===== src/rtl/bplb_pkg.sv =====
// Package with shared types, register indexes and reset constants of the button LED block.
package bplb_pkg;

  localparam int unsigned DebounceBits = 10;
  localparam int unsigned HoldBits     = 16;
  localparam int unsigned PeriodBits   = 16;
  localparam int unsigned CfgAddrBits  = 2;
  localparam int unsigned CfgDataBits  = 16;

  localparam logic [DebounceBits-1:0] DebounceReset   = 10'd50;
  localparam logic [HoldBits-1:0]     LongPressReset  = 16'd1500;
  localparam logic [PeriodBits-1:0]   PeriodZeroReset = 16'd500;
  localparam logic [PeriodBits-1:0]   PeriodOneReset  = 16'd1000;

  typedef enum logic [CfgAddrBits-1:0] {
    REG_DEBOUNCE   = 2'd0,
    REG_LONG_PRESS = 2'd1,
    REG_PERIOD_0   = 2'd2,
    REG_PERIOD_1   = 2'd3
  } cfg_reg_e;

  typedef struct packed {
    logic [DebounceBits-1:0] debounce_ticks;
    logic [HoldBits-1:0]     long_press_ticks;
    logic [PeriodBits-1:0]   period_zero;
    logic [PeriodBits-1:0]   period_one;
  } cfg_t;

  // Button and blink control state; the elapsed counter is kept apart since its
  // width is a parameter of the top level.
  typedef struct packed {
    logic                    accepted_level;
    logic [DebounceBits-1:0] lockout_count;
    logic [HoldBits-1:0]     hold_count;
    logic                    hold_armed;
    logic                    long_flag;
    logic                    blink_enable;
    logic                    rate_flag;
    logic                    led_out;
  } ctrl_state_t;

endpackage


===== src/rtl/bplb_cfg.sv =====
// Configuration register file of the button LED block.
module bplb_cfg
  import bplb_pkg::*;
(
  input  logic                   clk_i,
  input  logic                   rst_ni,
  input  logic                   cfg_we_i,
  input  logic [CfgAddrBits-1:0] cfg_addr_i,
  input  logic [CfgDataBits-1:0] cfg_wdata_i,
  output cfg_t                   cfg_o
);

  cfg_t cfg_q, cfg_d;

  always_comb begin
    cfg_d = cfg_q;
    if (cfg_we_i) begin
      unique case (cfg_reg_e'(cfg_addr_i))
        REG_DEBOUNCE:   cfg_d.debounce_ticks   = cfg_wdata_i[DebounceBits-1:0];
        REG_LONG_PRESS: cfg_d.long_press_ticks = cfg_wdata_i[HoldBits-1:0];
        REG_PERIOD_0:   cfg_d.period_zero      = cfg_wdata_i[PeriodBits-1:0];
        REG_PERIOD_1:   cfg_d.period_one       = cfg_wdata_i[PeriodBits-1:0];
        default:        cfg_d = cfg_q;
      endcase
    end
  end

  always_ff @(posedge clk_i or negedge rst_ni) begin
    if (!rst_ni) begin
      cfg_q.debounce_ticks   <= DebounceReset;
      cfg_q.long_press_ticks <= LongPressReset;
      cfg_q.period_zero      <= PeriodZeroReset;
      cfg_q.period_one       <= PeriodOneReset;
    end else begin
      cfg_q <= cfg_d;
    end
  end

  assign cfg_o = cfg_q;

endmodule


===== src/rtl/bplb_step.sv =====
// Next-state logic for one tick: long-press countdown, debounce, edges and LED.
module bplb_step
  import bplb_pkg::*;
#(
  parameter int unsigned TickBits = 16
) (
  input  logic                level_i,
  input  cfg_t                cfg_i,
  input  ctrl_state_t         state_i,
  input  logic [TickBits-1:0] elapsed_i,
  output ctrl_state_t         state_o,
  output logic [TickBits-1:0] elapsed_o
);

  localparam int unsigned CmpBits = (TickBits > PeriodBits) ? TickBits : PeriodBits;

  ctrl_state_t         s;
  logic [TickBits-1:0] elapsed_inc;
  logic [PeriodBits-1:0] period;

  always_comb begin
    s = state_i;

    // Long-press countdown.
    if (s.hold_armed) begin
      if (s.hold_count != '0) begin
        s.hold_count = s.hold_count - HoldBits'(1);
      end
      if (s.hold_count == '0) begin
        s.hold_armed = 1'b0;
        if (level_i) begin
          s.long_flag = 1'b1;
        end
      end
    end

    // Debounce lockout and edge handling.
    if (s.lockout_count != '0) begin
      s.lockout_count = s.lockout_count - DebounceBits'(1);
    end else if (level_i != s.accepted_level) begin
      s.accepted_level = level_i;
      s.lockout_count  = cfg_i.debounce_ticks;
      if (level_i) begin
        s.hold_armed = 1'b1;
        s.hold_count = cfg_i.long_press_ticks;
      end else begin
        s.hold_armed = 1'b0;
        if (!s.long_flag) begin
          s.blink_enable = ~s.blink_enable;
        end else begin
          s.rate_flag = ~s.rate_flag;
          s.long_flag = 1'b0;
        end
      end
    end

    // LED: saturating elapsed count, toggle when it passes the period.
    elapsed_inc = (elapsed_i != '1) ? elapsed_i + TickBits'(1) : elapsed_i;
    period      = s.rate_flag ? cfg_i.period_one : cfg_i.period_zero;
    elapsed_o   = elapsed_inc;
    if (s.blink_enable) begin
      if (CmpBits'(elapsed_inc) > CmpBits'(period)) begin
        s.led_out = ~s.led_out;
        elapsed_o = '0;
      end
    end else begin
      s.led_out = 1'b0;
    end

    state_o = s;
  end

endmodule


===== src/rtl/button_press_led_blink_control_core.sv =====
// Top level of the debounced button, long-press and LED blink controller.
// Path: a request accepted into the input register is loaded into the result register
// when it is empty or being drained; a result that still waits holds the request back.
// Throughput: one request per cycle while the result receiver keeps up; the tick update
// is a single pass between the input register and the result register, set by the counter decrement and compare.
// Reset: asynchronous, active low; all control state clears to zero and the
// configuration registers return to 50, 1500, 500 and 1000 ticks.
module button_press_led_blink_control_core
  import bplb_pkg::*;
#(
  parameter int unsigned TICK_COUNT_BITS = 16
) (
  input  logic                   clk_i,
  input  logic                   rst_ni,
  // Input stream, one request per millisecond tick.
  input  logic                   s_axis_tvalid_i,
  output logic                   s_axis_tready_o,
  input  logic [7:0]             s_axis_tdata_i,   // [0] button_level, [7:1] zero
  // Result stream, one request per tick.
  output logic                   m_axis_tvalid_o,
  input  logic                   m_axis_tready_i,
  output logic [7:0]             m_axis_tdata_o,   // [0] led_level, [1] blink_on,
                                                   // [2] rate_select, [3] long_press_seen,
                                                   // [7:4] zero
  // Configuration write port.
  input  logic                   cfg_we_i,
  input  logic [CfgAddrBits-1:0] cfg_addr_i,
  input  logic [CfgDataBits-1:0] cfg_wdata_i
);

  cfg_t cfg;

  bplb_cfg u_cfg (
    .clk_i       (clk_i),
    .rst_ni      (rst_ni),
    .cfg_we_i    (cfg_we_i),
    .cfg_addr_i  (cfg_addr_i),
    .cfg_wdata_i (cfg_wdata_i),
    .cfg_o       (cfg)
  );

  // Input register holds one tick's button level until the step logic takes it.
  logic in_valid_q, in_valid_d;
  logic in_level_q;

  // Result register; it only advances when empty or being drained. A result that
  // waits on a stalled receiver holds the tick in the input register, and the input
  // side stops accepting once both registers are full.
  logic       out_valid_q, out_valid_d;
  logic [3:0] out_data_q, out_data_d;

  ctrl_state_t                state_q, state_d;
  logic [TICK_COUNT_BITS-1:0] elapsed_q, elapsed_d;
  logic                       advance;

  assign advance         = in_valid_q && (!out_valid_q || m_axis_tready_i);
  assign s_axis_tready_o = !in_valid_q || advance;

  bplb_step #(
    .TickBits (TICK_COUNT_BITS)
  ) u_step (
    .level_i   (in_level_q),
    .cfg_i     (cfg),
    .state_i   (state_q),
    .elapsed_i (elapsed_q),
    .state_o   (state_d),
    .elapsed_o (elapsed_d)
  );

  always_comb begin
    in_valid_d = in_valid_q;
    if (s_axis_tready_o) begin
      in_valid_d = s_axis_tvalid_i;
    end
    out_valid_d = out_valid_q;
    if (advance) begin
      out_valid_d = 1'b1;
    end else if (m_axis_tready_i) begin
      out_valid_d = 1'b0;
    end
    out_data_d = {state_d.long_flag, state_d.rate_flag, state_d.blink_enable,
                  state_d.led_out};
  end

  always_ff @(posedge clk_i or negedge rst_ni) begin
    if (!rst_ni) begin
      in_valid_q  <= 1'b0;
      out_valid_q <= 1'b0;
      state_q     <= '0;
      elapsed_q   <= '0;
    end else begin
      in_valid_q  <= in_valid_d;
      out_valid_q <= out_valid_d;
      if (advance) begin
        state_q   <= state_d;
        elapsed_q <= elapsed_d;
      end
    end
  end

  always_ff @(posedge clk_i) begin
    if (s_axis_tready_o && s_axis_tvalid_i) begin
      in_level_q <= s_axis_tdata_i[0];
    end
    if (advance) begin
      out_data_q <= out_data_d;
    end
  end

  assign m_axis_tvalid_o = out_valid_q;
  assign m_axis_tdata_o  = {4'b0000, out_data_q};

  // A long press can only be recorded while the button is taken as held.
  a_long_needs_press: assert property (@(posedge clk_i) disable iff (!rst_ni)
    state_q.long_flag |-> state_q.accepted_level)
    else $error("long flag set while button is released");

  // The countdown is armed only between a press and its release.
  a_armed_needs_press: assert property (@(posedge clk_i) disable iff (!rst_ni)
    state_q.hold_armed |-> state_q.accepted_level)
    else $error("long-press countdown armed while button is released");

  // Tick state moves only when a tick passes into the result register.
  a_state_holds: assert property (@(posedge clk_i) disable iff (!rst_ni)
    !advance |=> ($stable(state_q) && $stable(elapsed_q)))
    else $error("tick state changed without a tick");

  // The LED is dark in any result with blinking off.
  a_led_dark: assert property (@(posedge clk_i) disable iff (!rst_ni)
    (out_valid_q && !out_data_q[1]) |-> !out_data_q[0])
    else $error("LED lit while blinking is off");

endmodule

===== config.mk =====
export PLATFORM = sky130hd
export DESIGN_NAME = button_press_led_blink_control_core
export DESIGN_NICKNAME = d
export VERILOG_FILES = /design/src/rtl/bplb_pkg.sv /design/src/rtl/bplb_cfg.sv /design/src/rtl/bplb_step.sv /design/src/rtl/button_press_led_blink_control_core.sv
export SDC_FILE = /design/constraint.sdc
export NUM_CORES = 1
export LEC_CHECK = 0
export ABC_AREA = 1
export BUFFER_PORTS_ARGS = -buffer_cell sky130_fd_sc_hd__buf_2
export CORE_UTILIZATION = 65
export DETAILED_ROUTE_END_ITERATION = 12
export PLACE_DENSITY = 0.85
export SLEW_MARGIN = 10
export SYNTH_ARGS = -nofsm -noshare
export SYNTH_HDL_FRONTEND = slang
export SYNTH_SLANG_ARGS = --single-unit

===== constraint.sdc =====
create_clock -name clk_i -period 8.5 [get_ports clk_i]
set_input_delay 0.425 -clock clk_i [delete_from_list [all_inputs] [get_ports clk_i]]
set_output_delay 0.425 -clock clk_i [all_outputs]
set_load 0.01 [all_outputs]

==> out/results.txt <==
Outcome = finished clean
Met3 Track Usage GR = 7.143%
Distinct cells, synth = 40
Clk sinks = 113
Setup TNS = 0 ns
Post-detail-place hpwl = 10.52 mm
Min-delay src = s_axis_tdata_i[0]
Met2 usage = 58.54%
Gate Count Post-Synth = 835
Critical R2R Capture = elapsed_q[15]
Crit path kind = register to register
Rows = 35
Num ports = 41
Layout cells sized above 1 = 11.88%
Slew Viols, Final = 0
Synth Cell Area = 6366 um2
Max-cap check violation count = 0
Hold/Removal Path Class = input port to register
Actual slew at the worst max-slew pin = 1.091 ns
Final Hold Slack = 0.07084 ns
Setup Buffers After CTS = 0
Count leader, synth = nand2_1
FFs w/ async S/R, synth = 95.58%
Hold endpoint = in_level_q
VDD IR max = 0.1745 mV
Slowest CP cell = xor2_4
FF-to-FF path depth = 24
Worst Path Arrival = 5.20 ns
Critical path data required time = 8.86 ns
Worst path cell trace = inv_1 > ha_1 > nand2_2 > nor2_2 > nand2_1 > inv_2 > nand2_2 > nor2_4 > nand2_2 > clkinv_2 > nand2_2 > nor2_4 > xor2_4 > o21ai_1 > ha_1 > inv_1 > o21bai_1 > nand3_1 > a21oi_1 > o21ai_0 > nand2_1 > nand2_1 > nor2_2 > o22ai_1
1st-iter DRT viols = 481
Final setup vio count = 0
Initial antenna violation count = 0
Core area = 9371 um2
Top cell family by delay on the critical path = simple AND/OR/NAND/NOR gates
Ys flop type = dfrtp_1
DR vias/cell = 5.948
Clk slew on worst S/H paths = 0.06 ns
Nets = 904
Busiest grt layer = met2
Post-synth EDFFs = 5
CP bufs+invs = 4
Unrepaired setup endpoints after global routing = no
Wirelength, routed = 16.30 mm
Vias = 5924
Yosys top cell by area = dfrtp_1
Layout overhead on the synthesized area = 12.24%
Pwr per Cell Area = 323.6 nW/um2
Post-synthesis mux area share = 0%
Synth warnings = 0
Post-CTS sizing = 0
Routed WL per cell = 16.37 um
Crit path largest cell delay = 0.71 ns
Reg2reg start = state_q[21]
Met1 Use GR = 44.16%
Final period utilization = 56.91%
Rel. slew slack = 27.05%
Leak pwr = 3.426 nW
Port Buffer Count = 29
Xor/xnor share of the synthesized area = 2.496%
CTS tree = built
Most used cell, CP = nand2_2
Max H-tree Level = 4
Die area = 10190 um2
GRT Resource Usage Total = 35.05%
Register-to-Register Setup Slack = 3.66 ns
# diodes = 0
Post-synthesis simple-gate area fraction = 23.82%
Crit. End Element = register
Area share of the largest cell type after synthesis = 33.81%
Post-Synth Adder-Cell Area = 3.734%
Post-route DRC = 0
Sequential-to-total area share from yosys stat = 45.24%
Minimum clock period = 4.837 ns
Clk buf depth = 2
Die Y = 101.0 um
Die W = 101.0 um
Hold Vio Cnt, Final = 0
Post-Syn Area per Cell = 7.624 um2
Largest family of logic cells by synthesized area = simple AND/OR/NAND/NOR gates
Seq cells post-synth = 113
Hold path depth = 1
Clock Skew = 0.01006 ns
GRT overflow = 0
Root Buffer = clkbuf_8
First-pass GRT wire length = 27.17 mm
F_max = 206.7 MHz
CP startpoint kind = register
First-pass DRT Iterations = 7
Synth top area cells = dfrtp_1 (34%), nand2_1 (14%), dfstp_2 (9.1%)
Post-route ant nets = 0
Initial Util = 67.93%
Commonest cells post-synth = nand2_1 (230), o21ai_0 (94), inv_1 (93)
Worst skew pair latency = 0.53 ns
Compound-Gate Fraction of Synth Area = 16.14%
Vias in the first global route = 5792
Crit path max fanout = 34
CTS Buf Count = 17
Routability congestion estimate = 0.8922
Largest net degree at the start of global routing = 85
[power by group]
group	leakage (nW)	internal (mW)	total [mW]	switching (mW)
Sequential	1.35	0.680	0.798	0.119
Clock	0.297	0.456	0.745	0.289
Combinational	1.78	0.276	0.769	0.493
[flip-flops by register name, indices dropped and copies added, names as in the netlist]
signal	count
in_level_q	1
in_valid_q	1
state_q	32
elapsed_q	16
out_data_q	4
m_axis_tvalid_o	1
u_cfg.cfg_o	58
[metal layers]
| layer | wire length [um] | vias to the layer above |
|---|---|---|
| li1 | - | 2774 |
| met3 | 1287 | 50 |
| met1 | 6607 | 2794 |
| met4 | 395 | 0 |
| met5 | 0 | - |
| met2 | 8012 | 306 |
[what timing repair did]
| item | in CTS | in global routing |
|---|---|---|
| endpoints found under the hold margin | 24 | 0 |
| setup endpoints to repair | 0 | 0 |
| hold buffers | 1 | 0 |
[cell usage in the layout, fill, tap and decap left out, types with 14 or more instances in the layout]
| master | n |
|---|---|
| nand3_1 | 39 |
| dfrtp_1 | 86 |
| o22ai_1 | 25 |
| inv_1 | 92 |
| a21oi_1 | 21 |
| dfstp_2 | 22 |
| nor2_1 | 73 |
| clkbuf_16 | 16 |
| ha_1 | 19 |
| o211ai_1 | 14 |
| nand2_1 | 230 |
| o21ai_0 | 94 |
| buf_2 | 28 |
| o21ai_1 | 15 |
[area by class of cell]
type | instances | area (um2)
timing repair buffer | 32 | 172.7
clock inverter | 15 | 196.4
sequential | 113 | 2880
multi-input combinational | 593 | 2955
inverter | 97 | 365.4
clock buffer | 17 | 414.1
tap | 129 | 161.4
fill | 673 | 2226
[worst max-delay path by stage]
stage                startpoint       endpoint  slack, ns  depth (start not counted)
floorplan           state_q[21]  elapsed_q[10]       5.30                         26
detailed placement  state_q[21]  elapsed_q[15]       3.96                         24
finish              state_q[21]  elapsed_q[15]       3.66                         24
global placement    state_q[21]  elapsed_q[13]       4.25                         22
global route        state_q[21]  elapsed_q[13]       3.33                         24
CTS                 state_q[21]  elapsed_q[15]       3.78                         24
[logic make-up after synthesis]
logic type / after synthesis
DFF: 113
xor gates and xnor gates: 16
buffers and inverters: 132
other: 1
and+or+nand+nor: 371
adders and majority gates: 19
AOI/OAI and AO/OA: 183
[metrics by stage]
step | power (mW) | util [%] | instance area [um2] | setup WS (ns) | std cells
2_1_floorplan | 1.336 | - | 6377 | 5.304 | 838
3_3_place_gp | 1.467 | 69.63 | 6525 | 4.252 | 963
3_5_place_dp | 1.525 | 69.63 | 6525 | 3.958 | 963
4_1_cts | 2.293 | 76.25 | 7146 | 3.782 | 996
5_1_grt | 2.446 | 76.25 | 7146 | 3.332 | 996
6_report | 2.312 | 76.25 | 7146 | 3.663 | 996
[worst register-to-register path: stages, from the launching register on]
cell      delay, ns
dfrtp_1        0.39
inv_1          0.10
ha_1           0.20
nand2_2        0.08
nor2_2         0.09
nand2_1        0.09
inv_2          0.07
nand2_2        0.06
nor2_4         0.12
nand2_2        0.18
clkinv_2       0.16
nand2_2        0.11
nor2_4         0.16
xor2_4         0.71
o21ai_1        0.20
ha_1           0.36
inv_1          0.07
o21bai_1       0.20
nand3_1        0.15
a21oi_1        0.17
o21ai_0        0.09
nand2_1        0.09
nand2_1        0.09
nor2_2         0.57
o22ai_1        0.17
(Power assumes the default switching activity.)
